--- src/rtl/ole_pkg.sv ---
// Shared constants, codes and types of the ordered list engine.
package ole_pkg;

  localparam int CAPACITY_DEF   = 16;
  localparam int DATA_WIDTH_DEF = 32;

  localparam int OP_W   = 4;
  localparam int VAL_W  = 32;
  localparam int POS_W  = 5;
  localparam int FPOS_W = 4;
  localparam int LEN_W  = 5;

  localparam int S_OP_LSB  = 0;
  localparam int S_VAL_LSB = S_OP_LSB + OP_W;
  localparam int S_POS_LSB = S_VAL_LSB + VAL_W;
  localparam int S_TDATA_W = 48;

  localparam int M_STAT_LSB = 0;
  localparam int M_RD_LSB   = M_STAT_LSB + 1;
  localparam int M_FPOS_LSB = M_RD_LSB + VAL_W;
  localparam int M_LEN_LSB  = M_FPOS_LSB + FPOS_W;
  localparam int M_USED_W   = M_LEN_LSB + LEN_W;
  localparam int M_TDATA_W  = 48;
  localparam int M_PAD_W    = M_TDATA_W - M_USED_W;

  localparam logic [OP_W-1:0] OP_INS_FIRST = 4'd0;
  localparam logic [OP_W-1:0] OP_INS_LAST  = 4'd1;
  localparam logic [OP_W-1:0] OP_INS_AT    = 4'd2;
  localparam logic [OP_W-1:0] OP_DEL_FIRST = 4'd3;
  localparam logic [OP_W-1:0] OP_DEL_LAST  = 4'd4;
  localparam logic [OP_W-1:0] OP_DEL_AT    = 4'd5;
  localparam logic [OP_W-1:0] OP_READ      = 4'd6;
  localparam logic [OP_W-1:0] OP_FIND      = 4'd7;
  localparam logic [OP_W-1:0] OP_CLEAR     = 4'd8;

  typedef enum logic [2:0] {
    CMD_NONE,
    CMD_LOAD,
    CMD_START,
    CMD_STEP,
    CMD_OUT
  } cmd_t;

  typedef struct packed {
    logic quick;
    logic done;
  } dp_status_t;

endpackage

--- src/rtl/ole_ram.sv ---
// Simple dual-port RAM, one write port, one registered read port.
module ole_ram #(
  parameter int WIDTH = 32,
  parameter int DEPTH = 16,
  localparam int AW = (DEPTH > 1) ? $clog2(DEPTH) : 1
) (
  input  logic             clk,
  input  logic             we,
  input  logic [AW-1:0]    waddr,
  input  logic [WIDTH-1:0] wdata,
  input  logic             re,
  input  logic [AW-1:0]    raddr,
  output logic [WIDTH-1:0] rdata
);

  logic [WIDTH-1:0] mem [DEPTH];

  always_ff @(posedge clk) begin
    if (we) begin
      mem[waddr] <= wdata;
    end
    if (re) begin
      rdata <= mem[raddr];
    end
  end

endmodule

--- src/rtl/ole_ctrl.sv ---
// Controller: handshakes and sequencing of one operation at a time.
module ole_ctrl (
  input  logic                clk,
  input  logic                rst,
  input  logic                s_tvalid,
  output logic                s_tready,
  output logic                m_tvalid,
  input  logic                m_tready,
  output ole_pkg::cmd_t       cmd,
  input  ole_pkg::dp_status_t status
);
  import ole_pkg::*;

  typedef enum logic [1:0] {
    S_IDLE,
    S_DECODE,
    S_WORK,
    S_FINISH
  } state_t;

  state_t state;
  logic   out_valid;
  logic   out_free;

  assign out_free = !out_valid || m_tready;
  assign s_tready = (state == S_IDLE);
  assign m_tvalid = out_valid;

  always_comb begin
    cmd = CMD_NONE;
    case (state)
      S_IDLE:   cmd = s_tvalid ? CMD_LOAD : CMD_NONE;
      S_DECODE: cmd = CMD_START;
      S_WORK:   cmd = CMD_STEP;
      S_FINISH: cmd = out_free ? CMD_OUT : CMD_NONE;
      default:  cmd = CMD_NONE;
    endcase
  end

  always_ff @(posedge clk) begin
    if (rst) begin
      state     <= S_IDLE;
      out_valid <= 1'b0;
    end else begin
      if (state == S_FINISH && out_free) begin
        out_valid <= 1'b1;
      end else if (m_tready) begin
        out_valid <= 1'b0;
      end
      case (state)
        S_IDLE: begin
          if (s_tvalid) begin
            state <= S_DECODE;
          end
        end
        S_DECODE: begin
          state <= status.quick ? S_FINISH : S_WORK;
        end
        S_WORK: begin
          if (status.done) begin
            state <= S_FINISH;
          end
        end
        S_FINISH: begin
          if (out_free) begin
            state <= S_IDLE;
          end
        end
        default: state <= S_IDLE;
      endcase
    end
  end

endmodule

--- src/rtl/ole_datapath.sv ---
// Datapath: operation registers, list storage, shift and scan pointers, results.
module ole_datapath #(
  parameter int CAPACITY   = ole_pkg::CAPACITY_DEF,
  parameter int DATA_WIDTH = ole_pkg::DATA_WIDTH_DEF
) (
  input  logic                               clk,
  input  logic                               rst,
  input  ole_pkg::cmd_t                      cmd,
  output ole_pkg::dp_status_t                status,
  input  logic [ole_pkg::OP_W-1:0]           in_operation,
  input  logic signed [ole_pkg::VAL_W-1:0]   in_item_value,
  input  logic [ole_pkg::POS_W-1:0]          in_position,
  output logic                               out_status,
  output logic signed [ole_pkg::VAL_W-1:0]   out_read_value,
  output logic [ole_pkg::FPOS_W-1:0]         out_found_position,
  output logic [ole_pkg::LEN_W-1:0]          out_list_length
);
  import ole_pkg::*;

  localparam int AW = $clog2(CAPACITY);
  localparam int LW = $clog2(CAPACITY + 1);
  localparam int CW = (LW > POS_W) ? LW : POS_W;

  typedef enum logic [2:0] {
    K_NONE,
    K_INS,
    K_DEL,
    K_READ,
    K_FIND,
    K_CLEAR
  } kind_t;

  logic [OP_W-1:0]        op_reg;
  logic [DATA_WIDTH-1:0]  data_reg;
  logic [POS_W-1:0]       pos_reg;
  kind_t                  kind_reg;
  logic [LW-1:0]          len;
  logic [LW-1:0]          idx;
  logic [LW-1:0]          tgt;
  logic                   pend;
  logic [AW-1:0]          pend_addr;
  logic                   res_status;
  logic signed [VAL_W-1:0] res_rd;
  logic [FPOS_W-1:0]      res_fpos;

  kind_t                  kind_dec;
  logic                   legal;
  logic [LW-1:0]          tgt_dec;
  logic [LW-1:0]          idx_dec;
  logic                   full;
  logic [CW-1:0]          lenx;
  logic [CW-1:0]          posx;

  logic                   step;
  logic                   step_done;
  logic                   hit;
  logic                   we;
  logic [AW-1:0]          waddr;
  logic [DATA_WIDTH-1:0]  wdata;
  logic                   re;
  logic [AW-1:0]          raddr;
  logic [DATA_WIDTH-1:0]  rdata;
  logic                   pend_next;
  logic [AW-1:0]          pend_addr_next;
  logic [LW-1:0]          idx_next;

  assign lenx = CW'(len);
  assign posx = CW'(pos_reg);
  assign full = (len == LW'(CAPACITY));
  assign step = (cmd == CMD_STEP);

  always_comb begin
    kind_dec = K_NONE;
    legal    = 1'b0;
    tgt_dec  = '0;
    idx_dec  = '0;
    case (op_reg)
      OP_INS_FIRST: begin
        kind_dec = K_INS;
        legal    = !full;
        idx_dec  = len;
      end
      OP_INS_LAST: begin
        kind_dec = K_INS;
        legal    = !full;
        tgt_dec  = len;
        idx_dec  = len;
      end
      OP_INS_AT: begin
        kind_dec = K_INS;
        legal    = !full && (posx <= lenx);
        tgt_dec  = LW'(pos_reg);
        idx_dec  = len;
      end
      OP_DEL_FIRST: begin
        kind_dec = K_DEL;
        legal    = (len != '0);
        idx_dec  = LW'(1);
      end
      OP_DEL_LAST: begin
        kind_dec = K_DEL;
        legal    = (len != '0);
        idx_dec  = len;
      end
      OP_DEL_AT: begin
        kind_dec = K_DEL;
        legal    = (posx < lenx);
        idx_dec  = LW'(pos_reg) + LW'(1);
      end
      OP_READ: begin
        kind_dec = K_READ;
        legal    = (posx < lenx);
      end
      OP_FIND: begin
        kind_dec = K_FIND;
        legal    = 1'b1;
      end
      OP_CLEAR: begin
        kind_dec = K_CLEAR;
        legal    = 1'b1;
      end
      default: begin
        kind_dec = K_NONE;
      end
    endcase
  end

  // Shifts run one entry per cycle: each moved word is read from the RAM and written to the address held in pend_addr.
  always_comb begin
    step_done      = 1'b0;
    hit            = 1'b0;
    we             = 1'b0;
    waddr          = pend_addr;
    wdata          = rdata;
    re             = 1'b0;
    raddr          = '0;
    pend_next      = pend;
    pend_addr_next = pend_addr;
    idx_next       = idx;
    case (kind_reg)
      K_INS: begin
        we = pend;
        if (idx > tgt) begin
          re             = 1'b1;
          raddr          = AW'(idx - LW'(1));
          pend_next      = 1'b1;
          pend_addr_next = AW'(idx);
          idx_next       = idx - LW'(1);
        end else begin
          pend_next = 1'b0;
          if (!pend) begin
            we        = 1'b1;
            waddr     = AW'(tgt);
            wdata     = data_reg;
            step_done = 1'b1;
          end
        end
      end
      K_DEL: begin
        we = pend;
        if (idx < len) begin
          re             = 1'b1;
          raddr          = AW'(idx);
          pend_next      = 1'b1;
          pend_addr_next = AW'(idx - LW'(1));
          idx_next       = idx + LW'(1);
        end else begin
          pend_next = 1'b0;
          step_done = !pend;
        end
      end
      K_FIND: begin
        hit = pend && (rdata == data_reg);
        if (hit) begin
          step_done = 1'b1;
        end else if (idx < len) begin
          re             = 1'b1;
          raddr          = AW'(idx);
          pend_next      = 1'b1;
          pend_addr_next = AW'(idx);
          idx_next       = idx + LW'(1);
        end else begin
          pend_next = 1'b0;
          step_done = !pend;
        end
      end
      K_READ: begin
        if (pend) begin
          step_done = 1'b1;
        end else begin
          re        = 1'b1;
          raddr     = AW'(pos_reg);
          pend_next = 1'b1;
        end
      end
      default: begin
        step_done = 1'b1;
      end
    endcase
  end

  assign status.quick = !legal || (kind_dec == K_CLEAR);
  assign status.done  = step_done;

  ole_ram #(
    .WIDTH (DATA_WIDTH),
    .DEPTH (CAPACITY)
  ) u_ram (
    .clk   (clk),
    .we    (we && step),
    .waddr (waddr),
    .wdata (wdata),
    .re    (re && step),
    .raddr (raddr),
    .rdata (rdata)
  );

  always_ff @(posedge clk) begin
    if (rst) begin
      len  <= '0;
      pend <= 1'b0;
    end else begin
      case (cmd)
        CMD_START: begin
          pend <= 1'b0;
          if (kind_dec == K_CLEAR) begin
            len <= '0;
          end
        end
        CMD_STEP: begin
          pend <= pend_next;
          if (step_done && kind_reg == K_INS) begin
            len <= len + LW'(1);
          end else if (step_done && kind_reg == K_DEL) begin
            len <= len - LW'(1);
          end
        end
        default: begin
          pend <= pend;
        end
      endcase
    end
  end

  always_ff @(posedge clk) begin
    case (cmd)
      CMD_LOAD: begin
        op_reg   <= in_operation;
        data_reg <= DATA_WIDTH'(in_item_value);
        pos_reg  <= in_position;
      end
      CMD_START: begin
        kind_reg   <= legal ? kind_dec : K_NONE;
        tgt        <= tgt_dec;
        idx        <= idx_dec;
        res_status <= !legal || (kind_dec == K_FIND);
        res_rd     <= (kind_dec == K_READ && !legal) ? '1 : '0;
        res_fpos   <= '0;
      end
      CMD_STEP: begin
        idx       <= idx_next;
        pend_addr <= pend_addr_next;
        if (hit) begin
          res_status <= 1'b0;
          res_fpos   <= FPOS_W'(pend_addr);
        end
        if (kind_reg == K_READ && pend) begin
          res_rd <= VAL_W'($signed(rdata));
        end
      end
      CMD_OUT: begin
        out_status         <= res_status;
        out_read_value     <= res_rd;
        out_found_position <= res_fpos;
        out_list_length    <= LEN_W'(len);
      end
      default: begin
        op_reg <= op_reg;
      end
    endcase
  end

endmodule

--- src/rtl/ordered_list_engine.sv ---
// Each transaction passes through decode, an optional work phase and finish before the result is valid.
// Work phase: insert and delete shift the entries behind the position, find scans the list,
// read fetches one entry; clear and rejected operations skip it.
// Only one operation is in flight; a new one is accepted once the result has been output.
// The shift and scan loop is bound by the single read and single write port of the RAM.
// Reset (rst, synchronous) empties the list; entry storage is not cleared.
module ordered_list_engine #(
  parameter int CAPACITY   = ole_pkg::CAPACITY_DEF,
  parameter int DATA_WIDTH = ole_pkg::DATA_WIDTH_DEF
) (
  input  logic                            clk,
  input  logic                            rst,
  input  logic                            s_tvalid,
  output logic                            s_tready,
  // operation[3:0], item_value[35:4], position[40:36], zero fill
  input  logic [ole_pkg::S_TDATA_W-1:0]   s_tdata,
  output logic                            m_tvalid,
  input  logic                            m_tready,
  // status[0], read_value[32:1], found_position[36:33], list_length[41:37], zero fill
  output logic [ole_pkg::M_TDATA_W-1:0]   m_tdata
);
  import ole_pkg::*;

  cmd_t                    cmd;
  dp_status_t              dp_status;
  logic                    res_status;
  logic signed [VAL_W-1:0] res_read_value;
  logic [FPOS_W-1:0]       res_found_position;
  logic [LEN_W-1:0]        res_list_length;

  ole_ctrl u_ctrl (
    .clk      (clk),
    .rst      (rst),
    .s_tvalid (s_tvalid),
    .s_tready (s_tready),
    .m_tvalid (m_tvalid),
    .m_tready (m_tready),
    .cmd      (cmd),
    .status   (dp_status)
  );

  ole_datapath #(
    .CAPACITY   (CAPACITY),
    .DATA_WIDTH (DATA_WIDTH)
  ) u_datapath (
    .clk                (clk),
    .rst                (rst),
    .cmd                (cmd),
    .status             (dp_status),
    .in_operation       (s_tdata[S_OP_LSB +: OP_W]),
    .in_item_value      (s_tdata[S_VAL_LSB +: VAL_W]),
    .in_position        (s_tdata[S_POS_LSB +: POS_W]),
    .out_status         (res_status),
    .out_read_value     (res_read_value),
    .out_found_position (res_found_position),
    .out_list_length    (res_list_length)
  );

  assign m_tdata = {{M_PAD_W{1'b0}}, res_list_length, res_found_position,
                    res_read_value, res_status};

endmodule

--- config.mk ---
export PLATFORM = sky130hd
export DESIGN_NAME = ordered_list_engine
export DESIGN_NICKNAME = d
export VERILOG_FILES = /design/src/rtl/ole_pkg.sv /design/src/rtl/ole_ram.sv /design/src/rtl/ole_ctrl.sv /design/src/rtl/ole_datapath.sv /design/src/rtl/ordered_list_engine.sv
export SDC_FILE = /design/constraint.sdc
export NUM_CORES = 1
export LEC_CHECK = 0
export BUFFER_PORTS_ARGS = -buffer_cell sky130_fd_sc_hd__buf_2
export CORE_MARGIN = 3
export CORE_UTILIZATION = 52
export CTS_CLUSTER_SIZE = 20
export DETAILED_ROUTE_END_ITERATION = 7
export PLACE_DENSITY_LB_ADDON = 0.08
export REMOVE_ABC_BUFFERS = 1
export SLEW_MARGIN = 10
export SYNTH_ARGS = -nofsm -noshare
export SYNTH_HDL_FRONTEND = slang
export SYNTH_SLANG_ARGS = --single-unit
--- constraint.sdc ---
create_clock -name clk -period 9.2 [get_ports clk]
set_input_delay 1.38 -clock clk [delete_from_list [all_inputs] [get_ports clk]]
set_output_delay 1.38 -clock clk [all_outputs]
set_load 0.01 [all_outputs]
---- After elaboration in Yosys (flattened, before gate mapping) ----
Memory sizes are Yosys's and may differ from the RTL's. A register that Yosys moved wholly into a read port is not among the register bits.
Index checks and enable logic that the tools add are counted.
cells by class
  add/sub/neg operators ................... 5
  magnitude comparators ................... 4
  equality and inequality tests ........... 39
  mux-type cells .......................... 64
  reductions and logical operators ........ 36
operators with widths
  cell                                                                     count
  32-bit two-way mux                                                       5
  32-bit case mux with 2 select lines                                      1
  4-bit two-way mux                                                        12
  32-bit == test                                                           1
  5-bit two-way mux                                                        6
  5-bit case mux with 2 select lines                                       3
  5-bit case mux with 3 select lines                                       2
  1-bit two-way mux                                                        18
  4-bit by 3-bit == test with 1-bit output, second input constant          4
  4-bit case mux with 4 select lines                                       1
  5-bit by 1-bit adder with 5-bit output, second input constant            3
  3-bit by 2-bit == test with 1-bit output, second input constant          5
  3-bit case mux with 5 select lines                                       1
  3-bit == test, second input constant                                     4
  2-bit by 1-bit inequality test with 1-bit output, second input constant  6
  1-bit case mux with 4 select lines                                       3
  3-bit case mux with 4 select lines                                       1
  4-bit case mux with 3 select lines                                       1
  5-bit < comparator                                                       2
  5-bit by 1-bit subtractor with 5-bit output, second input constant       2
  1-bit logical AND                                                        9
  3-bit inequality test, second input constant                             3
  3-bit AND reduction                                                      3
  4-bit by 2-bit == test with 1-bit output, second input constant          2
  other kinds (30)                                                         50
storage, ports and cells
  register bits ........................... 146
  bits in writable memories ............... 512
  output and inout port bits .............. 50
  word-level logic and storage cells ...... 167
  memories ................................ 1
memory list
  memory                depth  width  read ports  clocked after memory_dff  wr ports  RTL line       RTL
  u_datapath.u_ram.mem  16     32     1           1                         1         ole_ram.sv:16  logic [WIDTH-1:0] mem [DEPTH];

---- Depth between registers and ports, before layout ----
  depth in word-level cells ............... 8
  depth in mapped cells ................... 15
  mapped depth without buffers ............ 14

---- Cells and area by module ----
From an unflattened synthesis, not the netlist that was laid out.
second synthesis, totals
  cells, all modules ...................... 1,395
  area total of the unflattened synthesis .. 27,553.9 sq um
by module, submodules not included
  module               instances  cells each  area an instance (sq um)  sequential area each (sq um)
  ole_ram              1          838         20,155.6                  16,335.7
  ole_datapath         1          524         7,105.6                   4,234.1
  ole_ctrl             1          25          236.5                     60.1
  ordered_list_engine  1          8           56.3                      0.0

---- Worst setup path before layout ----
No wires, ideal clock.
  path kind ............................... input-to-reg
  from .................................... input m_tready
  to ...................................... register u_datapath.out_found_position[0] (netlist name) (enable)
  setup time .............................. 0.546 ns
  arrival ................................. 5.572 ns
  path slack .............................. 3.082 ns
  stages on the path ...................... 3
  cells stage by stage .................... nor2b_1 > nand2b_1 > nor4_1
between the ends
  cells in the longest elaborated chain, start to end .. 4
RTL lines
  element                             RTL line                   RTL
  from (decl)                         ordered_list_engine.sv:18  input logic m_tready,
  1-bit logical OR                    ole_ctrl.sv:25             assign out_free = !out_valid || m_tready;
  3-bit two-way mux                   ole_ctrl.sv:35             S_FINISH: cmd = out_free ? CMD_OUT : CMD_NONE;
  3-bit case mux with 4 select lines  ole_ctrl.sv:31             case (state)
  3-bit == test                       ole_datapath.sv:246        case (cmd)
  to (signal assigned)                ole_datapath.sv:274        out_found_position <= res_fpos;
  to (decl)                           ole_datapath.sv:15         output logic [ole_pkg::FPOS_W-1:0] out_found_position,
Every way passes these cells.
A chain may end at the register's enable or synchronous reset.

---- Worst setup path after layout ----
  from .................................... register u_datapath.u_ram.rdata[27], read port of u_datapath.u_ram.mem
  to ...................................... register u_datapath.u_ram.rdata[29], read port of u_datapath.u_ram.mem, data pin
between the ends
  cells in the longest elaborated chain, start to end .. 5
  elaborated cells on any way between the ends .. 7
  those cells by class .................... eq/ne (1); mux (4); reduce/logical (2)
RTL lines
  element                             RTL line             RTL
  from (decl)                         ole_ram.sv:13        output logic [WIDTH-1:0] rdata
  32-bit == test *                    ole_datapath.sv:173  hit = pend && (rdata == data_reg);
  1-bit logical AND *                 ole_datapath.sv:173
  1-bit two-way mux                   ole_datapath.sv:174  if (hit) begin
  1-bit case mux with 4 select lines  ole_datapath.sv:140  case (kind_reg)
  1-bit logical AND                   ole_datapath.sv:213  .re (re && step),
Every way passes the cells marked *; elsewhere a longest branch is shown, timed or not.

==> metrics.md <==
| Metric | Value |
|---|---|
| Outcome | `completed` |
| Post-Syn Area per Cell | `between 15 and 20 µm²` |
| Design Area, Final | `~32000 µm²` |
| Inserted Diodes | `0` |
| Min Tclk post-route | `roughly 5.6 ns` |
| Largest register FFs | `512` |
| Total grt overflow | `0` |
| Post-route setup TNS | `0 ns` |
| Switching Share | `0.344` |
| Final Hold Vio Count | `0` |
| DRT antenna net count | `0` |
| Clock power share | `0.267` |
| MaxCap Viol Count | `0` |
| Most flops, register | `u_datapath.u_ram.mem` |
| DR pass1 iterations | `5` |
| Post-CTS Resized | `0` |
| Placed Cells | `2508` |
| Initial antenna violation count | `0` |
| # fillers | `3981` |
| Final Non-Filler Cells | `2634` |
| Detail Placement HPWL | `38.4 mm` |
| Area grow syn2layout | `12.5%` |
| Final setup viols | `0` |
| Post-Syn Instances | `1797` |
| Number of flops mapped to enable cells by yosys | `681` |
| Total Routing Usage GR | `0.256` |
| Max Root-Sink Buffers | `3` |
| Final worst-path cycle share | `0.606` |
| CTS hold repair buffers | `0` |
| I/O Pins | `102` |
| Initial Utilization | `0.533` |
| Post-synthesis cell area | `approximately 28000 µm²` |
| Global-route wire length before repair | `106 mm` |
| Worst Clk Skew | `roughly 0.023 ns` |
| Drt total wl | `73.4 mm` |
| Worst Hold Class | `flop to flop` |
| Pre-CTS WS | `3.77 ns` |
| Worst Slack Setup Final | `3.62 ns` |
| Power Dens Cells | `319 nW/µm²` |
| CP arrival | `5.89 ns` |
| Synth warn | `0` |
| Net total in the final layout | `1972` |
| Peak supply drop | `0.000262 V` |
| Worst Tran Pin Value | `1.09 ns` |
| Lkg Pwr | `between 10 and 15 nW` |
| Max FO, Critical Path | `56` |
| Slew Limit Fails | `0` |
| Internal reg-to-reg setup slack | `roughly 3.6 ns` |
| Maximum operating frequency | `179 MHz` |
| Root buf cell | `clkbuf_16` |
| Worst-path clk slew | `roughly 0.060 ns` |
| Flop pwr share | `0.415` |
| Port Buffer Count | `88` |
| Reg area | `around 21000 µm²` |
| Post-layout power | `10.2 mW` |
| Dominant synthesized flop cell | `edfxtp_1` |
| Clk_lat worst skew | `0.61 ns` |
| CTS H-Tree Depth | `3` |
| Combinational power share | `0.318` |
| Clock tree sinks | `690` |
| CTS tree | `done` |
| Crit path capture type | `flop` |
| Synth unique cells | `78` |
| Pint | `6.68 mW` |
| Die W | `240 µm` |
| Finished Core Util | `0.599` |
| Layout cells sized above 1 | `0.157` |
| Fin Hold WS | `between 0.4 and 0.5 ns` |
| Core area | `53300 µm²` |
| Area of the multi-input gates | `7370 µm²` |
| Critical path class | `flop to flop` |
| DRC viols | `0` |
| Switching power | `3.50 mW` |
| DR vias | `16500` |
| Crit start category | `flop` |
| Number of global-route vias before repair | `16300` |
| Yosys reg bits | `690` |
| Vias per inst | `around 6.3` |
| Initial DRC Count | `1750` |
| Ys async rst share | `0` |
| Die Span Y | `240 µm` |
| Routed WL per cell | `27.9 µm` |
| Post-CTS Setup Inserts | `0` |
| GP Congestion | `0.833` |
| Rows | `84` |
| Required @ worst endpoint | `9.51 ns` |
| Sequential area share after synthesis | `0.727` |
| RSZ-0062 raised after global routing | `false` |
| Worst rel slew slack | `0.267` |
| Post-DP Area | `29700 µm²` |
| Pin count of the biggest net entering global routing | `about 100` |
| Inserted Clock Buffers | `73` |
| Die area | `57400 µm²` |
-- routing by layer --
layer  vias up  GRT usage  wire, µm  share of wire
li1       7318          -         -              -
met1      8410      0.359     31100           0.42
met2       660      0.415     35200           0.48
met3       121     0.0474      5460          0.074
met4         0     0.0726      1750          0.024
met5         -          0         0              0
-- layout by cell type (no fill, tap or decap), drive strengths merged, types with 6 or more instances in the layout --
| cell | n |
|---|---|
| a211oi | 7 |
| a21o | 38 |
| a21oi | 30 |
| a221oi | 60 |
| a22oi | 11 |
| a31oi | 6 |
| a32oi | 61 |
| and2 | 66 |
| and3 | 8 |
| buf | 130 |
| clkbuf | 92 |
| clkinv | 29 |
| conb | 6 |
| dfxtp | 9 |
| edfxtp | 681 |
| ha | 24 |
| inv | 33 |
| mux2 | 31 |
| mux2i | 131 |
| nand2 | 161 |
| nand2b | 12 |
| nand3 | 10 |
| nand4 | 16 |
| nor2 | 35 |
| nor2b | 7 |
| nor3 | 15 |
| nor4 | 8 |
| o211a | 31 |
| o211ai | 13 |
| o21ai | 20 |
| o22ai | 30 |
| o31ai | 29 |
| xnor2 | 40 |
| xor2 | 7 |
-- power by group through the flow --
| stage | sequential, mW | combinational [mW] | clock [mW] |
|---|---|---|---|
| after CTS | 4.22 | 3.24 | 2.76 |
| after detailed placement | 4.28 | 3.23 | 0 |
| after floorplan | 4.22 | 2.32 | 0 |
| after global routing | 4.25 | 3.50 | 2.89 |
| final | 4.22 | 3.24 | 2.72 |
| after global placement | 4.28 | 3.16 | 0 |
-- critical path: stages (launching register included) --
cell      delay [ns]
edfxtp_1        0.43
xnor2_1         0.59
nand4_1         0.17
nor4_1          0.77
nand4_1         0.39
nand2_4         0.72
buf_4           0.72
buf_4           0.73
o211ai_1        0.19
a32oi_1         0.25
a211oi_1        0.11
-- cells in the mapped netlist (11+ instances only) --
cell type,count,share of area
a21o_1,38,0.010
a221oi_1,50,0.015
and2_1,66,0.015
inv_1,30,0.0040
buf_2,17,0.0030
o22ai_1,30,0.0066
xnor2_1,40,0.012
ha_1,24,0.011
clkbuf_1,73,0.0097
nand4_1,16,0.0035
nand2b_1,12,0.0026
a22oi_1,11,0.0029
a21oi_1,30,0.0053
mux2i_1,131,0.046
o211a_1,31,0.011
o211ai_1,13,0.0034
edfxtp_1,681,0.72
nand2_1,160,0.021
mux2_2,31,0.012
a32oi_1,61,0.019
nor3_1,14,0.0025
o31ai_1,29,0.0077
buf_4,13,0.0034
nor2_1,35,0.0046
o21ai_0,16,0.0028
-- path summary, 6_finish.rpt --
check / startpoint / end / cells after the start
worst min-delay path: u_datapath.res_rd[31] / u_datapath.out_read_value[31] / 0
worst min register to register: u_datapath.res_rd[31] / u_datapath.out_read_value[31] / 0
worst max register to register: u_datapath.u_ram.rdata[27] / u_datapath.u_ram.rdata[29] / 10
worst max-delay path: u_datapath.u_ram.rdata[27] / u_datapath.u_ram.rdata[29] / 10
-- cells by family after synthesis --
kind of cell | synth area share
flops | 0.727
compound gates | 0.104
simple gates | 0.0626
mux | 0.0585
buf+inv | 0.0220
xor+xnor | 0.0145
fa+ha+maj | 0.0116
other cells | 0.000132
-- cell type report --
class                   count  area share
multi-input cells         969       0.231
flip-flops and latches    690       0.646
inverters                  31     0.00365
clock inverters            34     0.00686
repair buffers            130      0.0241
clock buffers              92      0.0611
well taps                 688      0.0270
Note: power is estimated with default switching activity, not from simulation.
